<file path="src/hdl/ptum_pkg.sv">
// ----------------------------------------------------------------------------
// ptum_pkg: shared types and constants of the PTS timeline mapper
// Field widths, mode codes, state machine states and the result and item types.
// ----------------------------------------------------------------------------
package ptum_pkg;

  localparam int NUM_TRACKS_DEF = 4;
  localparam int PTS_BITS_DEF   = 33;
  localparam int RAW_W          = 33;
  localparam int TIME_W         = 64;
  localparam int STEP_W         = 32;
  localparam int RATE_W         = 32;
  localparam int TRK_W          = 2;
  localparam logic [RAW_W-1:0] THRESH_RESET = 33'd90000;
  localparam logic [16:0] TICKS_PER_SEC = 17'd90000;

  typedef enum logic [1:0] {
    MODE_MAP     = 2'd0,
    MODE_OBSERVE = 2'd1,
    MODE_SEED    = 2'd2,
    MODE_PEEK    = 2'd3
  } mode_t;

  typedef enum logic [2:0] {
    ST_IDLE,
    ST_MUL,
    ST_DIV,
    ST_FIN,
    ST_OUT
  } state_t;

  typedef struct packed {
    logic              ok;
    logic [TIME_W-1:0] pts;
    logic [TIME_W-1:0] origin;
    logic              origin_valid;
    logic [RAW_W-1:0]  last_raw;
    logic              last_raw_valid;
    logic              discontinuity;
    logic              rebased;
    logic              derived;
  } result_t;

  typedef struct packed {
    logic [1:0]        mode;
    logic [TRK_W-1:0]  track;
    logic              has_pts;
    logic [RAW_W-1:0]  raw_pts;
    logic [STEP_W-1:0] step_cnt;
    logic [RATE_W-1:0] unit_rate;
  } item_t;

endpackage

</file>
<file path="src/hdl/ptum_if.sv">
// ----------------------------------------------------------------------------
// ptum_if: valid/ready channel interfaces
// Input item channel, result channel and configuration write channel.
// ----------------------------------------------------------------------------
interface ptum_in_if;
  logic          valid;
  logic          ready;
  ptum_pkg::item_t data;
  modport source (output valid, output data, input ready);
  modport sink   (input valid, input data, output ready);
endinterface

interface ptum_out_if;
  logic            valid;
  logic            ready;
  ptum_pkg::result_t data;
  modport source (output valid, output data, input ready);
  modport sink   (input valid, input data, output ready);
endinterface

interface ptum_cfg_if;
  logic                         valid;
  logic                         ready;
  logic [ptum_pkg::RAW_W-1:0]   data;
  modport source (output valid, output data, input ready);
  modport sink   (input valid, input data, output ready);
endinterface

</file>
<file path="src/hdl/ptum_divider.sv">
// ----------------------------------------------------------------------------
// ptum_divider: bit-serial scale and divide
// Forms steps*90000+rem by shift-and-add, one multiplier bit per cycle, then
// divides by rate with a restoring divider, one quotient bit per cycle.
// ----------------------------------------------------------------------------
module ptum_divider (
  input  logic                          clk,
  input  logic                          rst_n,
  input  logic                          start,
  input  logic [ptum_pkg::STEP_W-1:0]   steps,
  input  logic [ptum_pkg::RATE_W-1:0]   rate,
  input  logic [ptum_pkg::RATE_W-1:0]   rem_in,
  output logic                          done,
  output logic [ptum_pkg::TIME_W-1:0]   quot,
  output logic [ptum_pkg::RATE_W-1:0]   rem_out
);
  localparam int MW = 17;   // width of 90000
  localparam int NW = 64;   // dividend width
  localparam int CW = 7;
  localparam int RATE_W_L = ptum_pkg::RATE_W;

  logic [MW-1:0]   mplr_r, mplr_nxt;
  logic [NW-1:0]   acc_r, acc_nxt;
  logic [NW-1:0]   mcnd_r, mcnd_nxt;
  logic [RATE_W_L:0] rm_r, rm_nxt;
  logic [CW-1:0]   cnt_r, cnt_nxt;
  logic            mul_r, mul_nxt, busy_r, busy_nxt;
  logic [RATE_W_L:0] trial;

  always_comb begin
    mplr_nxt = mplr_r;
    acc_nxt  = acc_r;
    mcnd_nxt = mcnd_r;
    rm_nxt   = rm_r;
    cnt_nxt  = cnt_r;
    mul_nxt  = mul_r;
    busy_nxt = busy_r;
    done     = 1'b0;
    trial    = {rm_r[RATE_W_L-1:0], acc_r[NW-1]} - {1'b0, rate};
    if (start) begin
      // load multiplicand and seed the sum with the carried remainder
      mplr_nxt = ptum_pkg::TICKS_PER_SEC;
      mcnd_nxt = {{(NW-ptum_pkg::STEP_W){1'b0}}, steps};
      acc_nxt  = {{(NW-ptum_pkg::RATE_W){1'b0}}, rem_in};
      cnt_nxt  = CW'(MW);
      mul_nxt  = 1'b1;
      busy_nxt = 1'b1;
    end else if (busy_r && mul_r) begin
      // add one partial product per cycle
      if (mplr_r[0]) acc_nxt = acc_r + mcnd_r;
      mcnd_nxt = mcnd_r << 1;
      mplr_nxt = mplr_r >> 1;
      cnt_nxt  = cnt_r - 1'b1;
      if (cnt_r == CW'(1)) begin
        mul_nxt = 1'b0;
        cnt_nxt = CW'(NW);
        rm_nxt  = '0;
      end
    end else if (busy_r) begin
      // one restoring division step per cycle, quotient shifts into acc
      if (!trial[RATE_W_L]) begin
        rm_nxt  = {1'b0, trial[RATE_W_L-1:0]};
        acc_nxt = {acc_r[NW-2:0], 1'b1};
      end else begin
        rm_nxt  = {1'b0, rm_r[RATE_W_L-1:0]} << 1 | {{RATE_W_L{1'b0}}, acc_r[NW-1]};
        acc_nxt = {acc_r[NW-2:0], 1'b0};
      end
      cnt_nxt = cnt_r - 1'b1;
      if (cnt_r == CW'(1)) begin
        busy_nxt = 1'b0;
        done     = 1'b1;
      end
    end
  end

  always_ff @(posedge clk) begin
    if (!rst_n) begin
      busy_r <= 1'b0;
      mul_r  <= 1'b0;
      cnt_r  <= '0;
    end else begin
      busy_r <= busy_nxt;
      mul_r  <= mul_nxt;
      cnt_r  <= cnt_nxt;
    end
    mplr_r <= mplr_nxt;
    acc_r  <= acc_nxt;
    mcnd_r <= mcnd_nxt;
    rm_r   <= rm_nxt;
  end

  assign quot    = acc_nxt;
  assign rem_out = rm_nxt[RATE_W_L-1:0];
endmodule

</file>
<file path="src/hdl/pts_timeline_unwrap_mapper_top.sv">
// ----------------------------------------------------------------------------
// pts_timeline_unwrap_mapper_top: 33-bit PTS unwrap and timeline mapper
// Unwraps PTS values, keeps per-track time, extrapolates from media rate.
//
//   channel | direction | payload
//   in_     | sink      | mode, track, has_pts, raw_pts, step_cnt, unit_rate
//   out_    | source    | ok, pts, origin, flags, last_raw
//   cfg_    | sink      | jump_threshold
//
// An item that needs extrapolation passes a decode state and then the divider
// (shift-and-add by 90000, then radix-2 division) before its result is
// offered; other items pass the decode and finish states instead.
// One item is in flight at a time; a result held by a stalled out_ready
// blocks the next item. Reset is synchronous, no sweep.
// ----------------------------------------------------------------------------
module pts_timeline_unwrap_mapper_top #(
  parameter int NUM_TRACKS = ptum_pkg::NUM_TRACKS_DEF,
  parameter int PTS_BITS   = ptum_pkg::PTS_BITS_DEF
) (
  input  logic     clk,
  input  logic     rst_n,
  ptum_in_if.sink  in_ch,
  ptum_out_if.source out_ch,
  ptum_cfg_if.sink cfg_ch
);
  localparam int TW = ptum_pkg::TIME_W;
  localparam int RW = ptum_pkg::RAW_W;
  localparam int NT = 4;
  localparam logic [TW-1:0] MOD  = TW'(1) << PTS_BITS;
  localparam logic [TW-1:0] HALF = TW'(1) << (PTS_BITS - 1);
  localparam logic [TW-1:0] PMASK = MOD - TW'(1);

  ptum_pkg::state_t state_r, state_nxt;
  ptum_pkg::item_t  it_r;
  ptum_pkg::result_t res_r, res_nxt;
  logic [RW-1:0] thr_r;
  logic [TW-1:0] origin_r, lastu_r, lraw_r;
  logic          origin_k_r, lastu_k_r, lraw_k_r;
  logic [TW-1:0] ttime_r [NT];
  logic [31:0]   trem_r  [NT];
  logic [NT-1:0] tstart_r;

  logic          div_start, div_done;
  logic [TW-1:0] div_q, expect_t;
  logic [31:0]   div_rem;
  logic [1:0]    t;
  logic          good_track, started, need_div, upd;
  logic [TW-1:0] rawm, cand, u, diff, thr64;
  logic          disc, first;
  logic [TW-1:0] new_time;
  logic [31:0]   new_rem;
  logic          set_time, set_start, take;

  ptum_divider u_div (
    .clk(clk), .rst_n(rst_n), .start(div_start),
    .steps(it_r.step_cnt), .rate(it_r.unit_rate),
    .rem_in(trem_r[t]), .done(div_done), .quot(div_q), .rem_out(div_rem)
  );

  assign t          = it_r.track;
  assign good_track = ({30'd0, t} < 32'(NUM_TRACKS));
  assign started    = tstart_r[t];
  assign expect_t   = ttime_r[t] + div_q;
  assign thr64      = {{(TW-RW){1'b0}}, thr_r};
  assign rawm       = {{(TW-RW){1'b0}}, it_r.raw_pts} & PMASK;

  // unwrap against the last unwrapped timestamp
  always_comb begin
    cand = (lastu_r & ~PMASK) | rawm;
    if (cand < lastu_r && (lastu_r - cand) > HALF) cand = cand + MOD;
    else if (cand > lastu_r && (cand - lastu_r) > HALF && cand >= MOD) cand = cand - MOD;
    u = lastu_k_r ? cand : rawm;
  end

  // decide whether the item needs the divider
  always_comb begin
    need_div = 1'b0;
    case (ptum_pkg::mode_t'(it_r.mode))
      ptum_pkg::MODE_MAP:
        need_div = good_track && it_r.unit_rate != '0 && started
                   && !(it_r.has_pts && !origin_k_r);
      ptum_pkg::MODE_PEEK:
        need_div = good_track && it_r.unit_rate != '0 && started;
      default: need_div = 1'b0;
    endcase
  end

  // next state
  always_comb begin
    state_nxt = state_r;
    case (state_r)
      ptum_pkg::ST_IDLE: if (in_ch.valid) state_nxt = ptum_pkg::ST_MUL;
      ptum_pkg::ST_MUL:  state_nxt = need_div ? ptum_pkg::ST_DIV : ptum_pkg::ST_FIN;
      ptum_pkg::ST_DIV:  if (div_done) state_nxt = ptum_pkg::ST_OUT;
      ptum_pkg::ST_FIN:  state_nxt = ptum_pkg::ST_OUT;
      ptum_pkg::ST_OUT:  if (out_ch.ready) state_nxt = ptum_pkg::ST_IDLE;
      default:           state_nxt = ptum_pkg::ST_IDLE;
    endcase
  end

  // handshakes and divider launch
  always_comb begin
    in_ch.ready  = (state_r == ptum_pkg::ST_IDLE);
    out_ch.valid = (state_r == ptum_pkg::ST_OUT);
    out_ch.data  = res_r;
    cfg_ch.ready = 1'b1;
    div_start    = (state_r == ptum_pkg::ST_MUL) && need_div;
    upd          = (state_r == ptum_pkg::ST_FIN) || (state_r == ptum_pkg::ST_DIV && div_done);
  end

  // compute result and state update
  always_comb begin
    res_nxt   = '0;
    disc      = 1'b0;
    first     = !origin_k_r;
    take      = 1'b0;
    set_time  = 1'b0;
    set_start = 1'b0;
    new_time  = '0;
    new_rem   = '0;
    diff      = (expect_t > u) ? expect_t - u : u - expect_t;
    res_nxt.ok = 1'b1;
    case (ptum_pkg::mode_t'(it_r.mode))
      ptum_pkg::MODE_MAP: begin
        if (!good_track || it_r.unit_rate == '0) res_nxt.ok = 1'b0;
        else if (it_r.has_pts) begin
          take = 1'b1;
          if (started && first) disc = 1'b1;
          else if (started && diff > thr64) disc = 1'b1;
          set_time = 1'b1; set_start = 1'b1; new_time = u;
          res_nxt.pts = u;
        end else begin
          set_time = 1'b1; set_start = 1'b1;
          if (started) begin
            new_time = expect_t; new_rem = div_rem;
          end else new_time = origin_k_r ? origin_r : '0;
          res_nxt.derived = 1'b1;
          res_nxt.pts = new_time;
        end
      end
      ptum_pkg::MODE_OBSERVE: begin
        if (!good_track || !it_r.has_pts) res_nxt.ok = 1'b0;
        else begin
          take = 1'b1;
          res_nxt.pts = ttime_r[t];
          diff = (ttime_r[t] > u) ? ttime_r[t] - u : u - ttime_r[t];
          if (first || !started || diff > thr64) begin
            set_time = 1'b1; set_start = 1'b1; new_time = u; res_nxt.pts = u;
            disc = started && (first || diff > thr64);
          end
        end
      end
      ptum_pkg::MODE_SEED: begin
        if (!it_r.has_pts) res_nxt.ok = 1'b0;
        else res_nxt.pts = origin_k_r ? origin_r : rawm;
      end
      default: begin
        if (!good_track || it_r.unit_rate == '0 || !started) res_nxt.ok = 1'b0;
        else begin
          res_nxt.pts = expect_t;
          res_nxt.derived = 1'b1;
        end
      end
    endcase
    if (res_nxt.ok) begin
      res_nxt.discontinuity = disc;
      res_nxt.rebased       = disc;
      if (origin_k_r) begin
        res_nxt.origin = origin_r; res_nxt.origin_valid = 1'b1;
      end else if (take || (it_r.mode == ptum_pkg::MODE_SEED)) begin
        res_nxt.origin = take ? u : rawm; res_nxt.origin_valid = 1'b1;
      end
      if (take) begin
        res_nxt.last_raw = rawm[RW-1:0]; res_nxt.last_raw_valid = 1'b1;
      end else if (lraw_k_r) begin
        res_nxt.last_raw = lraw_r[RW-1:0]; res_nxt.last_raw_valid = 1'b1;
      end
    end else begin
      res_nxt = '0;
    end
  end

  always_ff @(posedge clk) begin
    if (!rst_n) begin
      state_r    <= ptum_pkg::ST_IDLE;
      thr_r      <= ptum_pkg::THRESH_RESET;
      origin_r   <= '0; origin_k_r <= 1'b0;
      lastu_r    <= '0; lastu_k_r  <= 1'b0;
      lraw_r     <= '0; lraw_k_r   <= 1'b0;
      tstart_r   <= '0;
      for (int i = 0; i < NT; i++) begin
        ttime_r[i] <= '0; trem_r[i] <= '0;
      end
    end else begin
      state_r <= state_nxt;
      if (cfg_ch.valid) thr_r <= cfg_ch.data;
      if (upd) begin
        res_r <= res_nxt;
        if (res_nxt.ok) begin
          if (take) begin
            lastu_r <= u; lastu_k_r <= 1'b1;
            lraw_r <= rawm; lraw_k_r <= 1'b1;
          end
          if (!origin_k_r && res_nxt.origin_valid) begin
            origin_r <= res_nxt.origin; origin_k_r <= 1'b1;
          end
          if (set_time) begin
            ttime_r[t] <= new_time; trem_r[t] <= new_rem;
          end
          if (set_start) tstart_r[t] <= 1'b1;
        end
      end
    end
    if (state_r == ptum_pkg::ST_IDLE && in_ch.valid) it_r <= in_ch.data;
  end
endmodule
</file>
<file path="src/flat_wrapper.sv">
// flat-port wrapper written by rule: the top's interface ports become plain ports
module pts_timeline_unwrap_mapper_top_flat 
#(
  parameter int NUM_TRACKS = ptum_pkg::NUM_TRACKS_DEF,
  parameter int PTS_BITS   = ptum_pkg::PTS_BITS_DEF
)
  (clk, rst_n, in_ch_valid, in_ch_data, in_ch_ready, out_ch_valid, out_ch_data, out_ch_ready, cfg_ch_valid, cfg_ch_data, cfg_ch_ready);
  ptum_in_if in_ch_i ();
  ptum_out_if out_ch_i ();
  ptum_cfg_if cfg_ch_i ();
  input  logic clk;
  input  logic rst_n;
  input wire logic [$bits(in_ch_i.valid)-1:0] in_ch_valid;
  input wire logic [$bits(in_ch_i.data)-1:0] in_ch_data;
  output wire logic [$bits(in_ch_i.ready)-1:0] in_ch_ready;
  output wire logic [$bits(out_ch_i.valid)-1:0] out_ch_valid;
  output wire logic [$bits(out_ch_i.data)-1:0] out_ch_data;
  input wire logic [$bits(out_ch_i.ready)-1:0] out_ch_ready;
  input wire logic [$bits(cfg_ch_i.valid)-1:0] cfg_ch_valid;
  input wire logic [$bits(cfg_ch_i.data)-1:0] cfg_ch_data;
  output wire logic [$bits(cfg_ch_i.ready)-1:0] cfg_ch_ready;
  assign in_ch_i.valid = in_ch_valid;
  assign in_ch_i.data = in_ch_data;
  assign in_ch_ready = in_ch_i.ready;
  assign out_ch_valid = out_ch_i.valid;
  assign out_ch_data = out_ch_i.data;
  assign out_ch_i.ready = out_ch_ready;
  assign cfg_ch_i.valid = cfg_ch_valid;
  assign cfg_ch_i.data = cfg_ch_data;
  assign cfg_ch_ready = cfg_ch_i.ready;
  pts_timeline_unwrap_mapper_top #(.NUM_TRACKS(NUM_TRACKS), .PTS_BITS(PTS_BITS)) u_core (.clk(clk), .rst_n(rst_n), .in_ch(in_ch_i), .out_ch(out_ch_i), .cfg_ch(cfg_ch_i));
endmodule
</file>
<file path="config.mk">
export PLATFORM = sky130hd
export DESIGN_NAME = pts_timeline_unwrap_mapper_top_flat
export DESIGN_NICKNAME = d
export VERILOG_FILES = /design/src/hdl/ptum_pkg.sv /design/src/hdl/ptum_if.sv /design/src/hdl/ptum_divider.sv /design/src/hdl/pts_timeline_unwrap_mapper_top.sv /design/src/flat_wrapper.sv
export SDC_FILE = /design/constraint.sdc
export NUM_CORES = 2
export LEC_CHECK = 0
export BUFFER_PORTS_ARGS = -buffer_cell sky130_fd_sc_hd__buf_4
export CAP_MARGIN = 20
export CORE_ASPECT_RATIO = 0.8
export CORE_MARGIN = 1
export CORE_UTILIZATION = 45
export CTS_CLUSTER_SIZE = 12
export DETAILED_ROUTE_END_ITERATION = 16
export GPL_ROUTABILITY_DRIVEN = 1
export GPL_TIMING_DRIVEN = 0
export PLACE_DENSITY = 0.61
export SLEW_MARGIN = 20
export SYNTH_ARGS = -nofsm -noshare
export SYNTH_HDL_FRONTEND = slang
export SYNTH_SLANG_ARGS = --single-unit
</file>
<file path="constraint.sdc">
create_clock -name clk -period 24.1 [get_ports clk]
set_clock_uncertainty 0.2 [all_clocks]
set_input_delay 7.23 -clock clk [delete_from_list [all_inputs] [get_ports clk]]
set_output_delay 7.23 -clock clk [all_outputs]
set_load 0.01 [all_outputs]
</file>
# After elaboration in Yosys (flattened, before gate mapping)
# Memories as Yosys holds them, arrays and structs flattened. A register that Yosys moved wholly into a read port is not among the register bits.
# Cells that the tools add are included.
# W data, S select, Z words.
# classes
addsub,12
magnitude_cmp,11
n_eq_ne,12
muxes,98
bitwise,4
reduce_logical,42
# op_table
cell,count
$mux W64,22
$mux W32,12
$sub A64 B64 Y64,6
$mux W65,3
$pmux W65 S3,1
$gt A64 B64 Y1,3
$add A64 B64 Y64,2
$gt A64 B33 Y1,2
$gt A64 B33 Y1 const B,2
$pmux W64 S2,1
$mux W101,1
$mux W34,2
$add A64 B34 Y64 const B,1
$ge A64 B34 Y1 const B,1
$lt A64 B64 Y1,1
$or A64 B33 Y64,1
$reduce_or A64 Y1,1
$sub A64 B34 Y64 const B,1
$mux W1,37
$sub A33 B32 Y33,1
$logic_not A32 Y1,1
$or A32 B1 Y32,1
$reduce_bool A32 Y1,1
$reduce_or A32 Y1,1
31 further kinds,74
# totals
regBits,657
mem_bits_rw,384
input_bits,140
out_inout_bits,170
word_cells,212
mem_count,2
# mem_list
memory,depth,word_bits,read_ports,rd_clocked_by_memory_dff,wr,line_no,rtl
u_core.ttime_r,4,64,1,1,4,pts_timeline_unwrap_mapper_top.sv:39,logic [TW-1:0] ttime_r [NT];
u_core.trem_r,4,32,1,1,4,pts_timeline_unwrap_mapper_top.sv:40,logic [31:0] trem_r [NT];

# Depth between registers and ports, before layout
# depth
depth_word,22
depth_mapped,68
ltp_nobuf,61

# Hierarchy
# From an unflattened synthesis, not the netlist that was laid out.
# hier_totals
hier_cells,8728
hier_area_um2,75105.8
# modules_own_cells
mod,instances,cells_each,area_per_inst_um2,seq_area_each_um2
pts_timeline_unwrap_mapper_top,1,7265,62493.7,23022.1
ptum_divider,1,1463,12612.1,4043.9

# Worst setup path after synthesis
# Ideal clock, no wire load.
# synth_timing
path_kind,register -> register
startpoint,reg u_core.it_r[64] (netlist name)
endpoint,"mem u_core.trem_r[1][0], enable pin"
setup_ns,0.898
t_arrival_ns,14.107
required_time_ns,23.002
path_slack_ns,8.895
path_stages_with_launch,65
path_buffers,10
synth_period_minus_slack_ns,15.205
path_cell_list,edfxtp_1 inv_1 ha_1 inv_1 fa_1 a21o_1 a221oi_1 o31a_1 o211ai_1 a31oi_1 o21ai_0 inv_1 fa_1 nor2_1 o2111ai_1 nor3_1 nand4_1 nor3_1 (+29 left out) a21o_1 a21o_1 a21o_1 a221o_1 a211o_1 a21oi_1 o221ai_1 a2111oi_2 nand4_1 or4_4 nor4_4 nor2_2 o21ai_4 or2_1 buf_4 buf_6 buf_6 nand2_1
# synth_lines
item,line_no,rtl
start: declaration,pts_timeline_unwrap_mapper_top.sv:34,ptum_pkg::item_t it_r;
start signal: assignment,pts_timeline_unwrap_mapper_top.sv:214,if (state_r == ptum_pkg::ST_IDLE && in_ch.valid) it_r <= in_ch.data;
end: declaration,pts_timeline_unwrap_mapper_top.sv:40,

# Worst setup path in the final report
# layout_timing
startpoint,reg u_core.it_r[0] (netlist name)
endpoint,"reg u_core.res_r, in the netlist u_core.out_ch.data[2], data pin"
# layout_between
elab_chain_cells,16
elab_cells_between_ends,27
cone_classes,4 x add/sub; 2 x order compare; 14 x mux; 7 x reduce/logical
# layout_rtl
item,line_no,rtl
branches (longest 5 deep; another with $sub A33 B32 Y33),-,
$mux W64 *,ptum_divider.sv:40,if (start) begin
named net u_core.div_q[0],pts_timeline_unwrap_mapper_top.sv:44,"logic [TW-1:0] div_q, expect_t;"
$add A64 B64 Y64 *,pts_timeline_unwrap_mapper_top.sv:63,assign expect_t = ttime_r[t] + div_q;
$sub A64 B64 Y64 / $gt A64 B64 Y1 (equally long branches),pts_timeline_unwrap_mapper_top.sv:121,diff = (expect_t > u) ? expect_t - u : u - expect_t;
$mux W64 *,pts_timeline_unwrap_mapper_top.sv:121,
$gt A64 B33 Y1 *,pts_timeline_unwrap_mapper_top.sv:129,else if (started && diff > thr64) disc = 1'b1;
$logic_and A1 B1 Y1 *,pts_timeline_unwrap_mapper_top.sv:129,
$mux W1 *,pts_timeline_unwrap_mapper_top.sv:129,
$mux W1 *,pts_timeline_unwrap_mapper_top.sv:128,if (started && first) disc = 1'b1;
$mux W1 *,pts_timeline_unwrap_mapper_top.sv:126,else if (it_r.has_pts) begin
$mux W1 *,pts_timeline_unwrap_mapper_top.sv:125,if (!good_track || it_r.unit_rate == '0) res_nxt.ok = 1'b0;
$pmux W1 S2 *,pts_timeline_unwrap_mapper_top.sv:123,case (ptum_pkg::mode_t'(it_r.mode))
end signal: assignment,pts_timeline_unwrap_mapper_top.sv:198,res_r <= res_nxt;
end: declaration,pts_timeline_unwrap_mapper_top.sv:35,"ptum_pkg::result_t res_r, res_nxt;"
# Mark *: on every way through the listed nets, which the timed path passes.
# A chain may end at the register's enable or synchronous reset.

==> results.cfg <==
[routing]
wl_microns = 347000
drtIter0Drc = 11300
wl_per_cell_microns = 31.0
vias = 72200
ant_nets = 0
drt-pass1-iter-count = 8
vias_per_cell = 6.46
drcViolationCount = 0

[worst_hold_path]
hp-class = flip-flop to flip-flop

[status]
status = complete, no violations

[worst_setup_path]
cp.arrival_ps = 23790
worst-path-max-fanout = 10
slowest_delay_ps = 960
required_ps = 24360
crit_slowest_cell = clkdlybuf4s15_1
criticalPathCategory = flip-flop to flip-flop
cp_common_cell = o21ai_0
endpoint_kind = flip-flop
worstSetupStartpointType = flip-flop

[clock_network]
cts_max_path_buffers = 3
clk_latency_ps = 800
htree_levels = 3
clkTransAtPathRegs_ps = 60
cts-root-buf = clkbuf_16
cts_tree = yes
hold_buffers = 0
clock-sinks = 1010
cts-buffers-inserted = 109

[sta]
drv_slew = 0
rsz0062_at_grt = no
post-route-period-util_pct = 97.6
fin_hold_ws_ps = 242
worst_slew_pin_slew_ps = 1270
finalCriticalPeriod_ps = 23530
max_freq_mhz = 42.5
setup_violations = 0
timing.slew.headroom_pct = 13.0
final_hold_viol_count = 0

[global_routing]
antenna_found_initial = 16
grt_max_degree = 53
grt_pass1_wl_microns = 481000
overflow = 0
first_global_vias = 64900
grtUsageTotal_pct = 40.8

[layout]
stdcell_count = 11200
area_growth_syn_to_layout_pct = 12.3
nets = 9646
multi_input_area_sq_um = 42300
nFillCells = 15300
drive_above_1_share_pct = 8.76
ff_latch_area_sq_um = 27100

[logic_synthesis]
syn-num-nets = 9210
ys_seq_elements = 1010
async_flop_share_pct = 0
yosysWarnings = 0
synth.avg_cell_area_sq_um = 8.61
synth_edf_count = 684
synth-main-ff-cell = edfxtp_1
ys_seq_area_share_pct = 37.0
synth_cell_types = 109
synthCells = 8507
netlist_area_sq_um = 73200

[power_and_ir_drop]
clock_power_share_pct = 29.9
switching_power_w = 0.00223
p_int_w = 0.00346
ir_worst_vdd_v = 0.0000686
powerDensity_nw_per_um2 = 69.3
cellLeakagePower_nw = 32.8
power_frac_comb_pct = 35.8
switching_share_pct = 39.2
seq_power_share_pct = 34.2

[floorplanning]
die_area_sq_um = 164000
rows = 131
die-height_microns = 363
initial_core_util_pct = 45.6
fp.dieW_microns = 453
pin_count = 310
coreArea_sq_um = 160000

[placement]
gp_congestion = 1.06
io_buffer_count = 306
dp.cells = 11000
dp_hpwl_microns = 282000

[run]
max_cap_violations = 0
==> cell usage after synthesis (all sizes together) (14+ instances only) <==
master	number	share of area (%)
nand2	1140	5.8
mux4	95	2.9
a21boi	126	1.3
o21ai	536	3.7
a22oi	36	0.41
a21oi	864	5.9
or2	29	0.25
o21a	72	0.74
o21bai	102	1.0
nor4	44	0.40
dfxtp	326	8.9
a221oi	80	0.97
and3	44	0.38
a21o	271	2.8
and4	16	0.19
edfxtp	684	28
nor3	109	0.75
or3	38	0.33
inv	524	2.7
ha	554	9.5
o31a	14	0.17
a211oi	73	0.75
mux2	15	0.23
a2bb2oi	17	0.22
nand2b	58	0.50
o2111ai	17	0.20
o31ai	28	0.29
o221ai	27	0.32
clkbuf	357	1.8
and2	61	0.52
a221o	16	0.22
o211ai	62	0.64
xor2	112	1.3
o22ai	128	1.1
nor2b	79	0.68
mux2i	93	1.3
nor2	796	4.1
xnor2	178	2.1
a211o	18	0.22
a31oi	62	0.53
buf	126	0.93
nand3	138	0.94
a31o	15	0.18
nand4	134	1.1
==> logic make-up after synthesis <==
group / share of synthesized area, %
buffers and inverters: 5.46
multiplexers: 4.42
other: 0.00512
flip-flops: 37.0
XOR/XNOR: 3.50
AO/OA/AOI/OAI: 23.3
AND/OR/NAND/NOR: 16.6
adder cells (fa/ha/maj): 9.71
==> sequential cells by signal, indices dropped and copies added, names as in the netlist, named ones only <==
name / flops
u_core.u_div.busy_r: 1
u_core.state_r: 3
u_core.u_div.mplr_r: 17
u_core.thr_r: 33
u_core.u_div.mul_r: 1
u_core.origin_r: 64
u_core.lastu_r: 64
u_core.trem_r: 128
u_core.u_div.rm_r: 32
u_core.u_div.cnt_r: 7
u_core.lraw_k_r: 1
u_core.u_div.acc_r: 64
u_core.t: 2
u_core.out_ch.data: 166
u_core.u_div.mcnd_r: 64
u_core.ttime_r: 256
u_core.origin_k_r: 1
u_core.tstart_r: 4
u_core.it_r: 100
==> per-stage QoR <==
stage | area, sq um | utilization [%] | TNS, ps | worst slack (ps) | power [W]
after floorplan | 73200 | - | 0 | 8900 | 0.00316
after global placement | 78200 | 48.7 | -306760 | -1020 | 0.00392
after detailed placement | 78600 | 49.0 | 0 | 1470 | 0.00392
after CTS | 82200 | 51.2 | 0 | 1270 | 0.00561
after global routing | 82200 | 51.2 | 0 | 224 | 0.00586
final | 82200 | 51.3 | 0 | 572 | 0.00570
==> path summary, 6_finish.rpt <==
kind                                start                      end  slack, ps  depth (start not counted)
setup / recovery           u_core.it_r[0]    u_core.out_ch.data[2]        570                         63
setup reg to reg           u_core.it_r[0]    u_core.out_ch.data[2]        570                         63
hold / removal    u_core.u_div.mplr_r[16]  u_core.u_div.mplr_r[16]        240                          2
hold reg to reg   u_core.u_div.mplr_r[16]  u_core.u_div.mplr_r[16]        240                          2
==> layout by cell type, fill, tap and decap left out, types with 72 or more instances in the layout <==
cell type	n
xor2_1	112
ha_1	554
nor3_1	107
clkbuf_1	385
edfxtp_1	684
nor2b_1	79
a21oi_1	859
nand4_1	134
dfxtp_1	326
buf_4	325
a21boi_0	125
a221oi_1	79
o21a_1	72
o21bai_1	102
nor2_1	790
a21o_1	271
mux4_2	95
a211oi_1	73
clkbuf_16	110
mux2i_1	92
nand3_1	138
o22ai_1	128
inv_1	522
nand2_1	1136
xnor2_1	177
o21ai_0	512
==> routing by layer <==
layer	track usage, %	wire length [microns]	part of all wire, %	vias up
met3	10.8	42700	12	694
met5	0.472	150	0.043	-
met2	56.2	137000	39	4696
met1	59.0	149000	43	35000
met4	18.1	18300	5.3	8
li1	-	-	-	31700
==> layout make-up <==
cell class	count	area share, %
flip-flops and latches	1010	32.9
clock inverters	45	0.659
clock buffers	160	3.64
inverters	526	2.40
plain buffers	483	2.49
multi-input cells	6488	51.4
well taps	2128	3.24
diodes	9	0.0274
repair buffers	325	3.26
==> repair_timing <==
item | CTS | global route
endpoints found under the setup margin | 0 | 1
buffers inserted | 0 | 0
resized for setup | 0 | 3
==> power groups by stage <==
| stage | Sequential (W) | Clock (W) | Combinational (W) |
|---|---|---|---|
| finish | 0.00195 | 0.00171 | 0.00204 |
| global route | 0.00195 | 0.00178 | 0.00213 |
| CTS | 0.00195 | 0.00172 | 0.00195 |
| detailed placement | 0.00198 | 0 | 0.00194 |
| global placement | 0.00199 | 0 | 0.00193 |
| floorplan | 0.00197 | 0 | 0.00120 |
==> worst max-delay path, delay by kind of cell, from the launching register on <==
kind	cells	cell delay, ps
fa+ha+maj	6	1990
buf+inv	9	5050
simple gates	13	3990
flops	1	460
xor+xnor	3	1350
compound gates	32	10040
Power figures use the tool's default switching activity.
